### src/rtl/candidate_key_dedup_ring_core_assert.svh
// ----------------------------------------------------------------------------
// Assertion macros for the candidate key dedup ring
// Implication checks on clk_i with reset as disable; empty when assertions
// are compiled out.
// ----------------------------------------------------------------------------
`ifndef CANDIDATE_KEY_DEDUP_RING_CORE_ASSERT_SVH
`define CANDIDATE_KEY_DEDUP_RING_CORE_ASSERT_SVH

`ifndef NO_ASSERTIONS
`define CKDR_ASSERT(lbl, ante, cons, msg) \
  lbl: assert property (@(posedge clk_i) disable iff (!rst_ni) (ante) |-> (cons)) \
    else $error(msg);
`define CKDR_ASSERT_NEXT(lbl, ante, cons, msg) \
  lbl: assert property (@(posedge clk_i) disable iff (!rst_ni) (ante) |=> (cons)) \
    else $error(msg);
`else
`define CKDR_ASSERT(lbl, ante, cons, msg)
`define CKDR_ASSERT_NEXT(lbl, ante, cons, msg)
`endif

`endif

### src/rtl/ckdr_pkg.sv
// ----------------------------------------------------------------------------
// ckdr_pkg
// Shared sizes, types and helpers of the candidate key dedup ring.
// ----------------------------------------------------------------------------
package ckdr_pkg;

  localparam int MAX_KEY_BYTES = 32;
  localparam int SLOTS         = 1024;
  localparam int HASH_BITS     = 10;

  localparam int SLOT_W  = $clog2(SLOTS);
  localparam int LINK_W  = $clog2(SLOTS + 1);
  localparam int CNT_W   = 11;
  localparam int KL_W    = 6;
  localparam int POS_W   = $clog2(MAX_KEY_BYTES + 2);
  localparam int PADDR_W = 3;

  localparam logic [LINK_W-1:0] NIL = LINK_W'(SLOTS);

  typedef logic [MAX_KEY_BYTES-1:0][7:0] key_t;

  typedef enum logic [0:0] {
    REG_KEY_LENGTH = 1'b0,
    REG_BATCH_SIZE = 1'b1
  } reg_idx_e;

  typedef struct packed {
    logic                 done;
    logic [HASH_BITS-1:0] bucket;
  } hash_res_t;

  // key_length clamped to 1..MAX_KEY_BYTES
  function automatic logic [POS_W-1:0] eff_len(logic [KL_W-1:0] kl);
    logic [POS_W-1:0] r;
    r = POS_W'(kl);
    if (kl == '0) begin
      r = POS_W'(1);
    end else if (POS_W'(kl) > POS_W'(MAX_KEY_BYTES)) begin
      r = POS_W'(MAX_KEY_BYTES);
    end
    return r;
  endfunction

endpackage

### src/rtl/ckdr_hash.sv
// ----------------------------------------------------------------------------
// ckdr_hash
// Iterative alternating-sum bucket hash, two key bytes per cycle.
// ----------------------------------------------------------------------------
module ckdr_hash (
  input  logic               clk_i,
  input  logic               rst_ni,
  input  logic               start_i,
  input  ckdr_pkg::key_t     key_i,
  input  logic [ckdr_pkg::POS_W-1:0] len_i,
  output ckdr_pkg::hash_res_t res_o
);
  import ckdr_pkg::*;

  logic                 run_q;
  key_t                 hk_q;
  logic [HASH_BITS-1:0] hacc_q, eacc_q;
  logic [POS_W-1:0]     pos_q, len_q;
  hash_res_t            res_q;

  logic [7:0]           x, y;
  logic                 stop1, stop2, odd;
  logic [HASH_BITS-1:0] h_add, fin_h, fin;

  assign x     = hk_q[2];
  assign y     = hk_q[3];
  assign odd   = len_q[0];
  assign stop1 = odd ? (x == 8'd0) : (x == 8'd0 || pos_q >= len_q);
  assign stop2 = odd ? (y == 8'd0 || pos_q >= len_q) : (y == 8'd0);
  assign h_add = hacc_q + HASH_BITS'(x);
  assign fin_h = stop1 ? hacc_q : h_add;
  assign fin   = (fin_h - (eacc_q + HASH_BITS'(pos_q))) ^
                 ((HASH_BITS > 6) ? (eacc_q << 6) : '0);

  always_ff @(posedge clk_i or negedge rst_ni) begin
    if (!rst_ni) begin
      run_q <= 1'b0;
      res_q <= '0;
    end else begin
      if (start_i) begin
        if (key_i[0] == 8'd0) begin
          res_q <= '{done: 1'b1, bucket: '0};
        end else if (key_i[1] == 8'd0) begin
          res_q <= '{done: 1'b1, bucket: HASH_BITS'(key_i[0])};
        end else begin
          run_q      <= 1'b1;
          res_q.done <= 1'b0;
        end
      end else if (run_q && (stop1 || stop2)) begin
        run_q <= 1'b0;
        res_q <= '{done: 1'b1, bucket: fin};
      end else begin
        res_q.done <= 1'b0;
      end
    end
  end

  always_ff @(posedge clk_i) begin
    if (start_i) begin
      hk_q   <= key_i;
      hacc_q <= HASH_BITS'(key_i[0]);
      eacc_q <= HASH_BITS'(key_i[1]);
      pos_q  <= POS_W'(3);
      len_q  <= len_i;
    end else if (run_q && !stop1 && !stop2) begin
      hk_q   <= hk_q >> 16;
      hacc_q <= h_add;
      eacc_q <= eacc_q + HASH_BITS'(y);
      pos_q  <= pos_q + POS_W'(2);
    end
  end

  assign res_o = res_q;

endmodule

### config.mk
export PLATFORM = sky130hd
export DESIGN_NAME = ckdr_hash
export DESIGN_NICKNAME = d
export VERILOG_FILES = /design/src/rtl/candidate_key_dedup_ring_core_assert.svh /design/src/rtl/ckdr_pkg.sv /design/src/rtl/ckdr_hash.sv
export SDC_FILE = /design/constraint.sdc
export NUM_CORES = 1
export LEC_CHECK = 0
export ABC_CLOCK_PERIOD_IN_PS = 23500
export BUFFER_PORTS_ARGS = -buffer_cell sky130_fd_sc_hd__buf_4
export CORE_MARGIN = 4
export CORE_UTILIZATION = 55
export DETAILED_ROUTE_END_ITERATION = 10
export GPL_ROUTABILITY_DRIVEN = 0
export MAX_ROUTING_LAYER = met4
export PLACE_DENSITY = 0.8
export SETUP_SLACK_MARGIN = 0.1
export SLEW_MARGIN = 20
export SYNTH_ARGS = -nofsm -noshare
export SYNTH_HDL_FRONTEND = slang
export SYNTH_SLANG_ARGS = --single-unit
### constraint.sdc
create_clock -name clk_i -period 23.5 [get_ports clk_i]
set_input_delay 2.35 -clock clk_i [delete_from_list [all_inputs] [get_ports clk_i]]
set_output_delay 2.35 -clock clk_i [all_outputs]
set_load 0.05 [all_outputs]
# Word level (Yosys, flattened, before mapping)
# Index checks and enable logic that the tools add are counted.
# op_classes
add_sub_neg	5
n_bitwise	1
n_eq_ne	3
order_cmp	1
mux	19
reduce_logical	16
# op_table
operator	n
256-bit two-way mux	2
8-bit zero test	4
8-bit two-way mux	4
10-bit two-way mux	3
11-bit two-way mux	2
10-bit by 8-bit adder with 10-bit output	2
10-bit by 6-bit adder with 10-bit output	1
10-bit subtractor	1
10-bit bitwise XOR	1
1-bit two-way mux	8
6-bit by 2-bit adder with 6-bit output, second input constant	1
6-bit >= comparator	1
2-bit != test, second input constant	2
2-bit nonzero test	2
1-bit logical AND	3
1-bit logical OR	3
3-bit by 1-bit != test with 1-bit output, second input constant	1
3-bit AND reduction	1
1-bit zero test	2
2-bit AND reduction	1
# totals
input_bits	265
output_inout_bits	11
register_bits	284

# Longest topological paths before layout
# Gate-level depths: netlist of the first run.
# logic_depth
word_depth	8
mapped_depth	18
depth_no_buf	18

# Worst setup path before layout of the first run
# Ideal clock, no wire load.
# synth_path
kind	input port to flip-flop
from	input port start_i
to	register eacc_q[0] (enable)
arrival_ps	6752
stages	3
setup_time_ps	1963
setup_slack_ps	14785
t_required_ps	21537
path_buffers	1
path_cell_list	buf_4 -> clkinv_1 -> nand2_1
# synth_via
elab_chain_len	1
# synth_lines
item	line_no	rtl
start: declaration	ckdr_hash.sv:8	input logic start_i,
2-bit nonzero test (no source line)	n/a	
end signal: assignment	ckdr_hash.sv:62	eacc_q <= HASH_BITS'(key_i[1]);
end signal: assignment	ckdr_hash.sv:68	eacc_q <= eacc_q + HASH_BITS'(y);
end: declaration	ckdr_hash.sv:17	logic [HASH_BITS-1:0] hacc_q, eacc_q;
# Every way passes these cells.
# A chain may end at the register's enable or synchronous reset.

# Worst setup path in the final report of the first run
# layout_path
from	input port start_i
to	register hk_q[96] (netlist bit) (enable)
# layout_via
elab_chain_len	1
# layout_lines
item	line_no	rtl
2-bit nonzero test (no source line)	n/a	
end signal: assignment	ckdr_hash.sv:60	hk_q <= key_i;
end signal: assignment	ckdr_hash.sv:66	hk_q <= hk_q >> 16;
end: declaration	ckdr_hash.sv:16	key_t hk_q;
# Every way passes these cells.

==> results of run 1 <==
==> layout by cell type, fill, tap and decap left out, drive strengths merged, types with 10 or more instances in the layout <==
master	netlist	layout
buf	4	280
edfxtp	262	262
mux2	234	234
nand2	41	41
inv	39	39
clkbuf	30	38
ha	36	36
o21ai	32	32
xnor2	22	22
nor2	22	22
and2	19	19
a21oi	13	13
dfrtp	12	12
clkinv	1	12
xor2	10	10
o211ai	10	10
==> final timing paths <==
kind / startpoint / endpoint / slack [ps] / cells after the start
setup / recovery: start_i / hk_q[96] / 17900 / 5
hold / removal: res_o[4] / res_o[4] / 520 / 1
setup reg to reg: pos_q[1] / hk_q[96] / 19030 / 9
hold reg to reg: res_o[4] / res_o[4] / 520 / 1
max in group asynchronous: rst_ni / res_o[1] / 21710 / 1
min in group asynchronous: rst_ni / res_o[9] / 1620 / 1
==> critical path, stage by stage <==
cell      delay [ps]
buf_8            630
clkinv_1         550
nand2_4          450
buf_4            740
buf_4            910
==> power breakdown <==
group          leakage [nW]  internal, mW  switching [mW]
Clock                 0.468         0.277           0.188
Combinational          3.33         0.368           0.432
Sequential             2.99         0.740          0.0631
==> stage by stage <==
step / cell area (um^2) / instances / setup WS (ps) / util
finish: 16610 / 1481 / 17900 / 0.7034
global route: 16610 / 1481 / 17580 / 0.7034
global placement: 15640 / 1424 / 17330 / 0.6621
detailed placement: 15640 / 1424 / 17250 / 0.6621
CTS: 16600 / 1478 / 17840 / 0.7031
floorplan: 13260 / 859 / 14780 / -
==> cells in the mapped netlist, types with 3 or more instances <==
| master | number | area share |
|---|---|---|
| dfrtp_1 | 12 | 0.023 |
| ha_1 | 36 | 0.034 |
| o21ai_1 | 3 | 0.0011 |
| dfxtp_1 | 9 | 0.014 |
| a21o_1 | 9 | 0.0051 |
| nand4_1 | 3 | 0.0014 |
| o21a_1 | 3 | 0.0017 |
| nor3_1 | 5 | 0.0019 |
| o21ai_0 | 29 | 0.011 |
| fa_1 | 7 | 0.011 |
| a21oi_1 | 12 | 0.0045 |
| xnor2_1 | 22 | 0.015 |
| xor2_1 | 10 | 0.0066 |
| edfxtp_1 | 262 | 0.59 |
| nor2_1 | 20 | 0.0057 |
| nor4_1 | 4 | 0.0019 |
| nand2b_1 | 4 | 0.0019 |
| a31oi_1 | 3 | 0.0014 |
| clkbuf_1 | 30 | 0.0085 |
| and2_1 | 19 | 0.0090 |
| nand2_1 | 41 | 0.012 |
| inv_1 | 39 | 0.011 |
| mux2_2 | 232 | 0.20 |
| o211ai_1 | 8 | 0.0045 |
==> per-layer routing <==
| metal | routed length, um | vias up | GRT usage |
|---|---|---|---|
| li1 | - | 3784 | - |
| met1 | 11260 | 3830 | 0.2644 |
| met2 | 14960 | 290 | 0.3764 |
| met3 | 2909 | 57 | 0.08125 |
| met4 | 885 | 0 | 0.06634 |
| met5 | 0 | - | - |
==> area by class of cell <==
class	count	area (um^2)	share of cell area
sequential	283	8348	0.5026
antenna	3	7.507	0.0004520
multi-input combinational	502	4628	0.2786
timing repair buffer	280	2110	0.1270
clock inverter	16	186.4	0.01122
tap	319	399.1	0.02403
clock buffer	38	780.7	0.04701
inverter	40	150.1	0.009040
==> cells by family after synthesis <==
kind of cell / Yosys count / synth area share
AO/OA/AOI/OAI: 83 / 0.04152
XOR/XNOR: 32 / 0.02114
adder cells (fa/ha/maj): 43 / 0.04454
buffers and inverters: 74 / 0.02180
flip-flops: 283 / 0.6297
multiplexers: 236 / 0.2008
AND/OR/NAND/NOR: 108 / 0.04049
==> sequential cells by signal, summed over array words and instances, names as in the netlist, 5 cells and up <==
register,cells
eacc_q,10
hacc_q,10
hk_q,224
len_q,6
pos_q,5
res_o,11
x,8
y,8
==> flow_summary.ini, run 1 <==
[sta]
fin_crit_ps = 5601
clock.fmax_ghz = 0.1786
maxSlewHeadroom = 0.3032
hold_viol = 0
tightest_slew_ps = 1045
rsz0062_at_grt = false
setup_viol = 0
fin_crit_sh = 0.2383
slew_violations = 0
hold_ws_ps = 520.6
skew_ps = 18.11
setup_tns_ps = 0

[setup_path]
worstPathArrival_ps = 5760
crit_fanout = 141
critPathKind = in2reg
end_kind = flip-flop
cp.required_ps = 23660
worstSetupStartpointType = primary input

[clocking]
clkTransAtPathRegs_ps = 60
cts_setup_buffers = 0
htreeDepth = 1
cts_hold_buffers = 0
cts_max_path_buffers = 3
cts_inserted_buffers = 30
clk-insertion-delay-late_ps = 550
cts_tree = built
cts.sinks = 283
cts_root_buf = clkbuf_16
cts_resized = 0

[place]
port_buffers = 275
place_hpwl_mm = 21.74

[power_and_ir_drop]
total_power_mw = 2.068
power_density_nw_per_um2 = 124.5
p_leak_nw = 6.793
ir_drop_mv = 0.1073

[routing]
vias = 7961
drc_errors = 0
avgViaCountPerCell = 5.375
drt_iter0_markers = 620
wirelength_mm = 30.02
ant_nets = 0
routedWlPerCell_um = 20.27
dr.pass1.iters = 5

[yosys]
syn_avg_cell_area_um2 = 15.43
synth-async-reset-ratio = 0.04240
synthesis.nets = 1167
synthFlopType = edfxtp_1
syn_area_um2 = 13260
synth_edf_count = 262
yosysWarnings = 0
synth_seq_cells = 283
synth.distinct_cells = 48
yosysSeqAreaShare = 0.6297
synthCells = 859

[floorplanning]
die_area_um2 = 26650
die_w_um = 163.3
core_um2 = 23610
num_io_pins = 276
row_count = 56
die_y_um = 163.3
start_util = 0.5615

[global_routing]
grt_use_total = 0.2277
overflow = 0
grt_max_degree = 142
grt_pass1_vias = 8435
antenna_found_initial = 3
grt_pass1_wl_mm = 45.39

[layout]
syn_to_final_growth_pct = 25.28
nFillCells = 1656
drive_gt1_frac = 0.4901
fin_nets = 1445

[hold_path]
hold_class = reg2reg

[outcome]
status = complete, no violations

[job]
max-cap-violations = 0
(Power assumes the default switching activity.)
==> run 2: changes to the inputs <==
- ABC_CLOCK_PERIOD_IN_PS: 23500 -> 4910
- CORE_UTILIZATION: 55 -> 50
- PLACE_DENSITY: 0.8 -> 0.77
- clock period: 23.5 -> 4.91 ns (I/O delays scaled with it)
==> run 2 against run 1 <==
  * Clock power increased to 4.4 times the previous value
  * Die area increased by 9.5%
  * Critical path depth increased by 11
  * Highest routed layer unchanged
==> flow_summary.ini, run 2 (synthesis results as in run 1) <==
[outcome]
status = complete, no violations

[sta]
skew_ps = 26.90
tightest_slew_ps = 1022
fin_crit_ps = 4187
rsz0062_at_grt = false
setup_viol = 0
slew_violations = 0
clock.fmax_ghz = 0.2388
maxSlewHeadroom = 0.3185
fin_crit_sh = 0.8528
hold_viol = 0
setup_tns_ps = 0

[setup_path]
rr_endpoint = res_o[9]
cp_slowest_cell = fa_1
critPathKind = reg2reg
crit_fanout = 10
rr_worst_depth = 16
path_buf_inv = 1
cp.required_ps = 5330
cp_top_family = compound AO/OA/AOI/OAI gates
regToRegSetupSlack_ps = 720
worstSetupStartpointType = flip-flop
slowest_delay_ps = 440
timing.rr.start = pos_q[1]
end_kind = flip-flop
path_common_cell = a21o_1
worstPathArrival_ps = 4610
crit_chain = inv_1, ha_1, a21boi_0, o211ai_2, a31oi_4, mux2_2, fa_1, ha_1, a21o_1, a21o_1, a21o_1, nand2_1, o211ai_1, a31oi_1, xnor2_1, o21ai_1

[power_and_ir_drop]
p_sw_frac = 0.3315
switchingPower_mw = 3.217
p_clk_frac = 0.214
total_power_mw = 9.703
power_density_nw_per_um2 = 582.8
p_comb_frac = 0.393
p_leak_nw = 6.816
p_int_mw = 6.486
ir_drop_mv = 0.4488
power_frac_seq = 0.393

[place]
place_hpwl_mm = 21.68
port_buffers = 275

[floorplanning]
num_io_pins = 276
die_y_um = 170.8
start_util = 0.5088
row_count = 59
die_w_um = 170.8
die_area_um2 = 29180
core_um2 = 26060

[layout]
layout_commonest_cell = buf_4
most-common-layout-cells = buf_4 (280), edfxtp_1 (262), mux2_2 (232)
regMostFlops = hk_q
syn_to_final_growth_pct = 25.57
antenna_cells = 0
drive_gt1_frac = 0.4949
fin_nets = 1450
largest_reg_flops = 224
fin_util = 0.6388

[hold_path]
hold_class = in2reg
worstHoldStart = len_i[2]
whs_endpoint = len_q[2]
holdPathStages = 1

[routing]
wirelength_mm = 29.72
avgViaCountPerCell = 5.348
drt_iter0_markers = 499
ant_nets = 0
drc_errors = 0
dr.pass1.iters = 5
routedWlPerCell_um = 19.80
vias = 8027

[clocking]
cts_max_path_buffers = 3
clk-insertion-delay-late_ps = 560
cts.sinks = 283
cts_inserted_buffers = 30
cts_hold_buffers = 1
clkTransAtPathRegs_ps = 60
cts_setup_buffers = 0
htreeDepth = 1
cts_resized = 0
cts_root_buf = clkbuf_16
cts_tree = built

[global_routing]
grt_pass1_vias = 8554
grt_max_degree = 90
grt_use_total = 0.2083
antenna_found_initial = 0
grt_pass1_wl_mm = 45.60
overflow = 0

[job]
max-cap-violations = 0
-- run 2: area by class of cell --
type	count	area (um^2)
Multi-Input combinational cell	502	4637
Fill cell	1961	9412
Sequential cell	283	8348
Timing Repair Buffer	285	2187
Clock inverter	16	87.58
Inverter	40	150.1
Tap cell	335	419.2
Clock buffer	40	818.3
-- run 2: how the worst max path moves through the flow --
stage	startpoint	end	slack (ps)	cells after the start
finish	pos_q[1]	res_o[9]	720	16
global route	pos_q[1]	res_o[9]	420	16
CTS	pos_q[1]	res_o[9]	750	16
detailed placement	pos_q[1]	res_o[9]	790	16
global placement	pos_q[1]	res_o[9]	970	16
floorplan	len_q[5]	eacc_q[0]	1160	7
-- run 2: worst reg2reg max path: cells and delay by family (launching register included) --
kind | cells | cell delay [ps]
muxes | 1 | 400
xor gates and xnor gates | 1 | 160
buffers and inverters | 1 | 70
and+or+nand+nor | 1 | 140
DFF | 1 | 420
adders and majority gates | 3 | 1090
AOI/OAI and AO/OA | 9 | 1760
-- run 2: power groups by stage --
stage | Clock (mW) | Combinational [mW] | Sequential, mW
final | 2.07 | 3.81 | 3.82
after global routing | 2.24 | 4.19 | 3.89
after CTS | 2.12 | 3.78 | 3.83
after detailed placement | 0 | 3.74 | 3.87
after global placement | 0 | 3.61 | 3.84
after floorplan | 0 | 2.72 | 3.90
-- run 2: per-layer routing --
layer  up-vias  global-route usage  routed length (um)  part of all wire
met3        60             0.07047                2984              0.10
met1      3871              0.2554               11710              0.39
met5         -                   -                   0                 0
met2       308              0.3300               14040              0.47
met4         0             0.06511                 983             0.033
li1       3788                   -                   -                 -
-- run 2: metrics by stage --
stage               cell area (um^2)  worst slack [ps]  hold WS (ps)  cells
global route                   16650             421.2         83.18   1501
floorplan                      13270              1162         195.4    859
detailed placement             15730             786.9         343.9   1444
CTS                            16650             753.2         83.43   1501
finish                         16650             722.9         119.3   1501
global placement               15730             974.0         345.4   1444
